### config.mk
export PLATFORM = sky130hd
export DESIGN_NAME = text_cell_shade_renderer_core
export DESIGN_NICKNAME = d
export VERILOG_FILES = /design/src/design/tcsr_pkg.sv /design/src/design/text_cell_shade_renderer_core.sv /design/src/design/tcsr_ram.sv /design/src/design/tcsr_shade.sv
export SDC_FILE = /design/constraint.sdc
export NUM_CORES = 1
export LEC_CHECK = 0
export BUFFER_PORTS_ARGS = -buffer_cell sky130_fd_sc_hd__buf_2
export CAP_MARGIN = 10
export CELL_PAD_IN_SITES_DETAIL_PLACEMENT = 0
export CELL_PAD_IN_SITES_GLOBAL_PLACEMENT = 1
export CORE_MARGIN = 3
export CORE_UTILIZATION = 50
export CTS_CLUSTER_SIZE = 30
export DETAILED_ROUTE_END_ITERATION = 16
export PLACE_DENSITY = 0.78
export REMOVE_ABC_BUFFERS = 1
export SLEW_MARGIN = 20
export SYNTH_ARGS = -nofsm -noshare
export SYNTH_HDL_FRONTEND = slang
export SYNTH_SLANG_ARGS = --single-unit
### constraint.sdc
create_clock -name clk -period 9.5 [get_ports clk]
set_clock_uncertainty 0.05 [all_clocks]
set_input_delay 0.475 -clock clk [delete_from_list [all_inputs] [get_ports clk]]
set_output_delay 0.475 -clock clk [all_outputs]
set_load 0.01 [all_outputs]
### src/design/tcsr_pkg.sv
// ----------------------------------------------------------------------------
// tcsr_pkg: shared types and constants of the text cell shade renderer
// Palette layout, operation codes, character classes and the code classifier.
// ----------------------------------------------------------------------------
package tcsr_pkg;

	localparam int unsigned PAL_DEPTH = 16;
	localparam int unsigned PAL_AW    = 4;
	localparam int unsigned CHAN_W    = 6;
	localparam int unsigned ENTRY_W   = 3 * CHAN_W;
	localparam int unsigned PIX_W     = 24;

	// operation codes of an input item
	localparam logic OP_RENDER = 1'b0;
	localparam logic OP_WRITE  = 1'b1;

	// character codes with a special look
	localparam logic [7:0] CH_NUL    = 8'd0;
	localparam logic [7:0] CH_SPACE  = 8'd32;
	localparam logic [7:0] CH_DASH   = 8'd45;
	localparam logic [7:0] CH_LETTER = 8'd65;
	localparam logic [7:0] CH_LIGHT  = 8'd176;
	localparam logic [7:0] CH_MEDIUM = 8'd177;
	localparam logic [7:0] CH_DARK   = 8'd178;
	localparam logic [7:0] CH_HLINE  = 8'd196;
	localparam logic [7:0] CH_LHALF  = 8'd221;
	localparam logic [7:0] CH_RHALF  = 8'd222;
	localparam logic [7:0] CH_UHALF  = 8'd223;
	localparam logic [7:0] CH_FULL   = 8'd255;

	// how a cell is drawn
	typedef enum logic [2:0] {
		CLS_BG    = 3'd0,  // both pixels background
		CLS_SPLIT = 3'd1,  // top foreground, bottom background
		CLS_DARK  = 3'd2,  // 3:1 foreground blend
		CLS_HALF  = 3'd3,  // 1:1 blend
		CLS_LIGHT = 3'd4,  // 1:3 foreground blend
		CLS_FG    = 3'd5   // both pixels foreground
	} cell_cls_t;

	// control that travels with a cell into the shading logic
	typedef struct packed {
		cell_cls_t cls;
		logic      blank;
		logic      fg_ok;  // foreground entry written since reset
		logic      bg_ok;  // background entry written since reset
	} cell_ctl_t;

	function automatic cell_cls_t classify(input logic [7:0] code);
		cell_cls_t c;
		case (code)
			CH_NUL, CH_SPACE, CH_FULL:    c = CLS_BG;
			CH_HLINE, CH_UHALF, CH_DASH:  c = CLS_SPLIT;
			CH_DARK:                      c = CLS_DARK;
			CH_MEDIUM, CH_LHALF, CH_RHALF: c = CLS_HALF;
			CH_LIGHT:                     c = CLS_LIGHT;
			default:                      c = CLS_FG;
		endcase
		return c;
	endfunction

endpackage

### src/design/text_cell_shade_renderer_core.sv
// ----------------------------------------------------------------------------
// text_cell_shade_renderer_core: text cell to two pixel colours
// Palette RAM, cell stage and output register with valid/ready on both sides.
// ----------------------------------------------------------------------------
// Path: an accepted render item is held by the registered palette read and
// the cell stage, then by the output register until out_ready takes it.
// One item per cycle unless the output stalls; the palette read is registered
// in the RAM and the blend sits between that read and the output register.
// Palette writes give no result and are seen by the very next render item.
// Reset clears the pipeline valids and the palette written-flags, so every
// palette entry reads as zero until written. No clearing pass is needed.
module text_cell_shade_renderer_core import tcsr_pkg::*; (
	input  logic              clk,
	input  logic              arst_n,
	input  logic              in_valid,
	output logic              in_ready,
	input  logic              operation,
	input  logic [7:0]        char_code,
	input  logic [7:0]        attribute,
	input  logic              blank,
	input  logic [3:0]        entry_index,
	input  logic [5:0]        red_in,
	input  logic [5:0]        green_in,
	input  logic [5:0]        blue_in,
	output logic              out_valid,
	input  logic              out_ready,
	output logic [23:0]       top_colour,
	output logic [23:0]       bottom_colour
);

	logic               in_acc;
	logic               wr_acc;
	logic               rd_acc;
	logic               adv;
	logic [PAL_DEPTH-1:0] pal_ok_q;
	logic               vld_s1;
	cell_ctl_t          ctl_s1;
	logic [ENTRY_W-1:0] fg_entry;
	logic [ENTRY_W-1:0] bg_entry;
	logic [PIX_W-1:0]   top_pix;
	logic [PIX_W-1:0]   bot_pix;
	logic               out_vld_q;
	logic [PIX_W-1:0]   top_q;
	logic [PIX_W-1:0]   bot_q;

	// handshake
	assign adv      = !out_vld_q || out_ready;
	assign in_ready = !vld_s1 || adv;
	assign in_acc   = in_valid && in_ready;
	assign wr_acc   = in_acc && (operation == OP_WRITE);
	assign rd_acc   = in_acc && (operation == OP_RENDER);

	// palette storage, read at the foreground and background indexes
	tcsr_ram #(
		.WIDTH(ENTRY_W),
		.DEPTH(PAL_DEPTH)
	) u_pal (
		.clk     (clk),
		.we      (wr_acc),
		.waddr   (entry_index),
		.wdata   ({red_in, green_in, blue_in}),
		.re      (rd_acc),
		.raddr_a (attribute[3:0]),
		.raddr_b (attribute[7:4]),
		.rdata_a (fg_entry),
		.rdata_b (bg_entry)
	);

	// written-flags, one per palette entry
	always_ff @(posedge clk or negedge arst_n) begin
		if (!arst_n) begin
			pal_ok_q <= '0;
		end else if (wr_acc) begin
			pal_ok_q[entry_index] <= 1'b1;
		end
	end

	// cell stage valid
	always_ff @(posedge clk or negedge arst_n) begin
		if (!arst_n) begin
			vld_s1 <= 1'b0;
		end else if (in_ready) begin
			vld_s1 <= rd_acc;
		end
	end

	// cell stage control
	always_ff @(posedge clk) begin
		if (rd_acc) begin
			ctl_s1.cls   <= classify(char_code);
			ctl_s1.blank <= blank;
			ctl_s1.fg_ok <= pal_ok_q[attribute[3:0]];
			ctl_s1.bg_ok <= pal_ok_q[attribute[7:4]];
		end
	end

	tcsr_shade u_shade (
		.ctl        (ctl_s1),
		.fg_entry   (fg_entry),
		.bg_entry   (bg_entry),
		.top_pix    (top_pix),
		.bottom_pix (bot_pix)
	);

	// output register
	always_ff @(posedge clk or negedge arst_n) begin
		if (!arst_n) begin
			out_vld_q <= 1'b0;
		end else if (adv) begin
			out_vld_q <= vld_s1;
		end
	end

	always_ff @(posedge clk) begin
		if (adv && vld_s1) begin
			top_q <= top_pix;
			bot_q <= bot_pix;
		end
	end

	assign out_valid     = out_vld_q;
	assign top_colour    = top_q;
	assign bottom_colour = bot_q;

endmodule

### src/design/tcsr_ram.sv
// ----------------------------------------------------------------------------
// tcsr_ram: generic RAM, one write port, two registered read ports
// Read data updates only on a read enable and holds otherwise.
// ----------------------------------------------------------------------------
module tcsr_ram #(
	parameter int unsigned WIDTH = 18,
	parameter int unsigned DEPTH = 16
) (
	input  logic                     clk,
	input  logic                     we,
	input  logic [$clog2(DEPTH)-1:0] waddr,
	input  logic [WIDTH-1:0]         wdata,
	input  logic                     re,
	input  logic [$clog2(DEPTH)-1:0] raddr_a,
	input  logic [$clog2(DEPTH)-1:0] raddr_b,
	output logic [WIDTH-1:0]         rdata_a,
	output logic [WIDTH-1:0]         rdata_b
);

	logic [WIDTH-1:0] mem_q [DEPTH];

	always_ff @(posedge clk) begin
		if (we) begin
			mem_q[waddr] <= wdata;
		end
		if (re) begin
			rdata_a <= mem_q[raddr_a];
			rdata_b <= mem_q[raddr_b];
		end
	end

endmodule

### src/design/tcsr_shade.sv
// ----------------------------------------------------------------------------
// tcsr_shade: per-channel blend of foreground and background
// Background, foreground, split, weighted blend or black; packs 0xRRGGBB.
// ----------------------------------------------------------------------------
module tcsr_shade import tcsr_pkg::*; (
	input  cell_ctl_t          ctl,
	input  logic [ENTRY_W-1:0] fg_entry,
	input  logic [ENTRY_W-1:0] bg_entry,
	output logic [PIX_W-1:0]   top_pix,
	output logic [PIX_W-1:0]   bottom_pix
);

	logic [ENTRY_W-1:0] fe;
	logic [ENTRY_W-1:0] be;

	// entries never written read as zero
	assign fe = ctl.fg_ok ? fg_entry : '0;
	assign be = ctl.bg_ok ? bg_entry : '0;

	for (genvar c = 0; c < 3; c++) begin : g_chan
		logic [CHAN_W-1:0] f;
		logic [CHAN_W-1:0] b;
		logic [CHAN_W+1:0] sum;
		logic [CHAN_W-1:0] top_v;
		logic [CHAN_W-1:0] bot_v;

		assign f = fe[ENTRY_W-1-CHAN_W*c -: CHAN_W];
		assign b = be[ENTRY_W-1-CHAN_W*c -: CHAN_W];

		// weighted sum, weights add up to four
		always_comb begin
			case (ctl.cls)
				CLS_DARK:  sum = {1'b0, f, 1'b0} + {2'b00, f} + {2'b00, b};
				CLS_HALF:  sum = {1'b0, f, 1'b0} + {1'b0, b, 1'b0};
				CLS_LIGHT: sum = {2'b00, f} + {1'b0, b, 1'b0} + {2'b00, b};
				default:   sum = '0;
			endcase
		end

		always_comb begin
			case (ctl.cls)
				CLS_BG: begin
					top_v = b;
					bot_v = b;
				end
				CLS_SPLIT: begin
					top_v = f;
					bot_v = b;
				end
				CLS_DARK, CLS_HALF, CLS_LIGHT: begin
					top_v = sum[CHAN_W+1:2];
					bot_v = sum[CHAN_W+1:2];
				end
				default: begin
					top_v = f;
					bot_v = f;
				end
			endcase
			if (ctl.blank) begin
				top_v = '0;
				bot_v = '0;
			end
		end

		// channel times four into its byte
		assign top_pix[PIX_W-1-8*c -: 8]    = {top_v, 2'b00};
		assign bottom_pix[PIX_W-1-8*c -: 8] = {bot_v, 2'b00};
	end

endmodule

==> flow_metrics.env <==
export IMPL_grt_setup_unrepaired="false"
export IMPL_critical_path_required_ns=9.75
export IMPL_drt_iter0_drc=995
export IMPL_met1_track_demand_over_resource_in_global_routing_pct=31.1
export IMPL_critical_path_reg2reg_endpoint="bottom_colour[15]"
export IMPL_synth_ff_latch_count=384
export IMPL_number_of_antenna_violations_at_the_first_check_in_global_routing=5
export IMPL_routed_wl_mm=49.0
export IMPL_io_buffer_count=81
export IMPL_synthesis_area_sq_um=20400
export IMPL_timing_worst_slew_pin_value_ns=1.09
export IMPL_dpl_cell_area_sq_um=21300
export IMPL_yosys_warnings=0
export IMPL_number_of_nets_with_antenna_violations_after_detailed_routing=0
export IMPL_wl_per_cell_um=26.3
export IMPL_critical_path_arrival_ns=3.93
export IMPL_max_freq_mhz=272
export IMPL_finalHoldViolCount=0
export IMPL_worstSetupStartpointType="register"
export IMPL_die_width_um=208
export IMPL_syn_mean_instance_area_sq_um=16.3
export IMPL_cts_buffers=41
export IMPL_share_clk_of_total_power_pct=37.6
export IMPL_area_growth_synth_to_final_pct=10.6
export IMPL_power_report_internal_total_w=0.00300
export IMPL_grt_total_ovfl=0
export IMPL_grt_pass1_vias=12400
export IMPL_grt_pass1_wl_mm=75.2
export IMPL_nNetsFinal=1429
export IMPL_total_of_endpoints_with_negative_setup_slack_in_the_final_report=0
export IMPL_ir_drop_mv=0.107
export IMPL_fraction_of_final_layout_cells_with_drive_strength_greater_than_1_pct=29.8
export IMPL_drt_pre_antenna_iters=5
export IMPL_ctsResizeCount=0
export IMPL_cp_end_kind="register"
export IMPL_worst_setup_hold_path_clk_slew_ns=0.06
export IMPL_switching_share_pct=25.0
export IMPL_finalSetupTns_ns=0
export IMPL_synthFlopType="edfxtp_1"
export IMPL_placeableCoreArea_sq_um=40000
export IMPL_tritoncts_clock_tree="built"
export IMPL_place_congestion=0.809
export IMPL_initial_utilization_pct=51.1
export IMPL_r2r_worst_path_cells=12
export IMPL_min_path_cells=1
export IMPL_min_from="blank"
export IMPL_minimum_clock_period_after_layout_ns=3.68
export IMPL_slew_violations=0
export IMPL_met3_usage_pct=4.90
export IMPL_synthesis_instances=1251
export IMPL_clk_insertion_delay_late_ns=0.58
export IMPL_grtUsageTotal_pct=22.9
export IMPL_pin_count=94
export IMPL_cts_htree_levels=2
export IMPL_timing_max_cap_violations=0
export IMPL_grt_most_used_layer="met2"
export IMPL_r2r_start="ctl_s1[0]"
export IMPL_share_seq_of_total_power_pct=48.7
export IMPL_hold_worst_slack_ns=0.0839
export IMPL_comb_power_share_pct=13.7
export IMPL_netlist_cell_type_count=67
export IMPL_pin_count_of_the_biggest_net_entering_global_routing=60
export IMPL_min_delay_path_class="primary input to register"
export IMPL_power_switching_w=0.000999
export IMPL_max_slew_headroom_pct=27.1
export IMPL_synth_yosys_seq_area_share_pct=56.0
export IMPL_die_height_um=208
export IMPL_stdcell_area_sq_um=22600
export IMPL_clock_sinks=384
export IMPL_vias_per_cell=6.40
export IMPL_setup_slack_ns=5.82
export IMPL_holdPathEnd="ctl_s1[2]"
export IMPL_floorplan_die_area_sq_um=43300
export IMPL_run_status="finished clean"
export IMPL_critical_path_peak_fanout=57
export IMPL_root_buffer="clkbuf_16"
export IMPL_crit_path_class="register to register"
export IMPL_r2r_slack_ns=5.82
export IMPL_dr_total_vias=11900
export IMPL_postCtsSetupBuffers=0
export IMPL_synth_edf_count=366
export IMPL_preCtsSetupSlack_ns=5.86
export IMPL_use_met2_pct=37.8
export IMPL_count_of_filler_cells_inserted_in_the_layout=3051
export IMPL_max_clock_path_buffers=3
export IMPL_remaining_drc_errors=0
export IMPL_synth_async_reset_ratio_pct=4.69
export IMPL_place_detailed_hpwl_mm=29.8
export IMPL_hold_buffers=1
export IMPL_power_leakage_nw=7.94
export IMPL_fin_crit_sh_pct=38.7
export IMPL_std_cell_rows=73
export IMPL_power_density_cell_area_nw_per_um2=177
-- worst max path at each step --
stage | startpoint | endpoint | depth (start not counted)
finish | ctl_s1[0] | bottom_colour[15] | 12
global route | ctl_s1[0] | bottom_colour[15] | 12
CTS | ctl_s1[0] | bottom_colour[15] | 12
detailed placement | ctl_s1[0] | bottom_colour[15] | 12
global placement | ctl_s1[0] | bottom_colour[15] | 12
floorplan | ctl_s1[0] | bottom_colour[15] | 11
-- layout by cell type (no fill, tap or decap), drive strengths merged, types with 5 or more instances in the layout --
| cell | netlist | routed |
|---|---|---|
| edfxtp | 366 | 366 |
| mux4 | 190 | 190 |
| buf | 50 | 95 |
| ha | 57 | 57 |
| nand2 | 56 | 56 |
| clkbuf | 44 | 52 |
| inv | 49 | 51 |
| a21oi | 41 | 41 |
| nor2 | 40 | 40 |
| xor2 | 33 | 33 |
| and2 | 30 | 30 |
| o21ai | 24 | 24 |
| a22oi | 22 | 22 |
| fa | 21 | 21 |
| a21o | 20 | 20 |
| clkinv | 0 | 19 |
| xnor2 | 18 | 18 |
| a31oi | 18 | 18 |
| dfrtp | 18 | 18 |
| nand3 | 16 | 16 |
| or2 | 16 | 16 |
| nor3 | 13 | 13 |
| conb | 1 | 12 |
| a221oi | 9 | 9 |
| a31o | 8 | 8 |
| nand2b | 8 | 8 |
| a32oi | 8 | 8 |
| a211oi | 8 | 8 |
| o21bai | 6 | 6 |
| mux2i | 5 | 5 |
| o31ai | 5 | 5 |
-- area by class of cell --
class                      count  area, sq um  share of cell area, %
inverter                      49          184                  0.814
multi-input combinational    735         8510                   37.7
antenna                        1         2.50                 0.0111
timing repair buffer          96          543                   2.40
sequential                   384        11400                   50.6
clock buffer                  52         1080                   4.77
clock inverter                22          184                  0.814
tap                          525          657                   2.91
-- layer usage --
layer | wire length [um] | vias up | share of wire (%)
met4 | 1180 | 8 | 2.4
li1 | - | 5182 | -
met5 | 47 | - | 0.096
met1 | 19400 | 6131 | 40
met3 | 3850 | 89 | 7.9
met2 | 24500 | 525 | 50
-- state kept, by name, indices dropped and copies added, names as in the netlist --
| signal | flops |
|---|---|
| pal_ok_q | 16 |
| top_colour | 18 |
| vld_s1 | 1 |
| bottom_colour | 18 |
| out_valid | 1 |
| ctl_s1 | 6 |
| u_pal.rdata_b | 18 |
| u_pal.mem_q | 288 |
| u_pal.rdata_a | 18 |
-- cells by family after synthesis --
logic type / count (synthesis) / synth area share, %
other: 1 / 0.0184
AOI/OAI and AO/OA: 199 / 6.86
adders and majority gates: 78 / 5.55
muxes: 196 / 21.2
buffers and inverters: 143 / 3.19
and+or+nand+nor: 199 / 4.96
DFF: 384 / 56.0
xor gates and xnor gates: 51 / 2.19
-- cell usage after synthesis (18+ instances only) --
cell	instances	share of area (%)
a21o_1	20	0.73
a21oi_1	41	1.0
a22oi_1	21	0.77
a31oi_1	18	0.55
and2_1	28	0.86
buf_2	25	0.61
clkbuf_1	43	0.79
dfrtp_1	18	2.2
edfxtp_1	366	54
fa_1	21	2.1
ha_1	57	3.5
inv_1	46	0.85
mux4_2	190	21
nand2_1	54	0.99
nor2_1	40	0.73
o21ai_0	24	0.59
xnor2_1	18	0.77
xor2_1	33	1.4
-- through the flow --
| step | util [%] | instances | total power [W] |
|---|---|---|---|
| finish | 56.5 | 1864 | 0.00400 |
| global route | 56.5 | 1864 | 0.00416 |
| floorplan | - | 1168 | 0.00233 |
| global placement | 53.3 | 1787 | 0.00252 |
| detailed placement | 53.3 | 1788 | 0.00253 |
| CTS | 56.5 | 1863 | 0.00403 |
-- critical path: stages (launching register included) --
cell and delay, ns:
edfxtp_1 0.32, buf_4 0.45, and2_0 0.35, inv_1 0.13, fa_1 0.51, nor2_1 0.07, fa_1 0.45, a21o_1 0.18
a21o_1 0.19, a21oi_1 0.15, o21ai_0 0.11, a211oi_1 0.30, a21oi_1 0.13
-- power groups by stage --
stage	combinational, W	clock, W	sequential (W)
floorplan	0.000347	0	0.00199
global placement	0.000535	0	0.00198
detailed placement	0.000543	0	0.00198
CTS	0.000548	0.00153	0.00195
global route	0.000600	0.00161	0.00195
finish	0.000547	0.00150	0.00195
(Power assumes the default switching activity.)
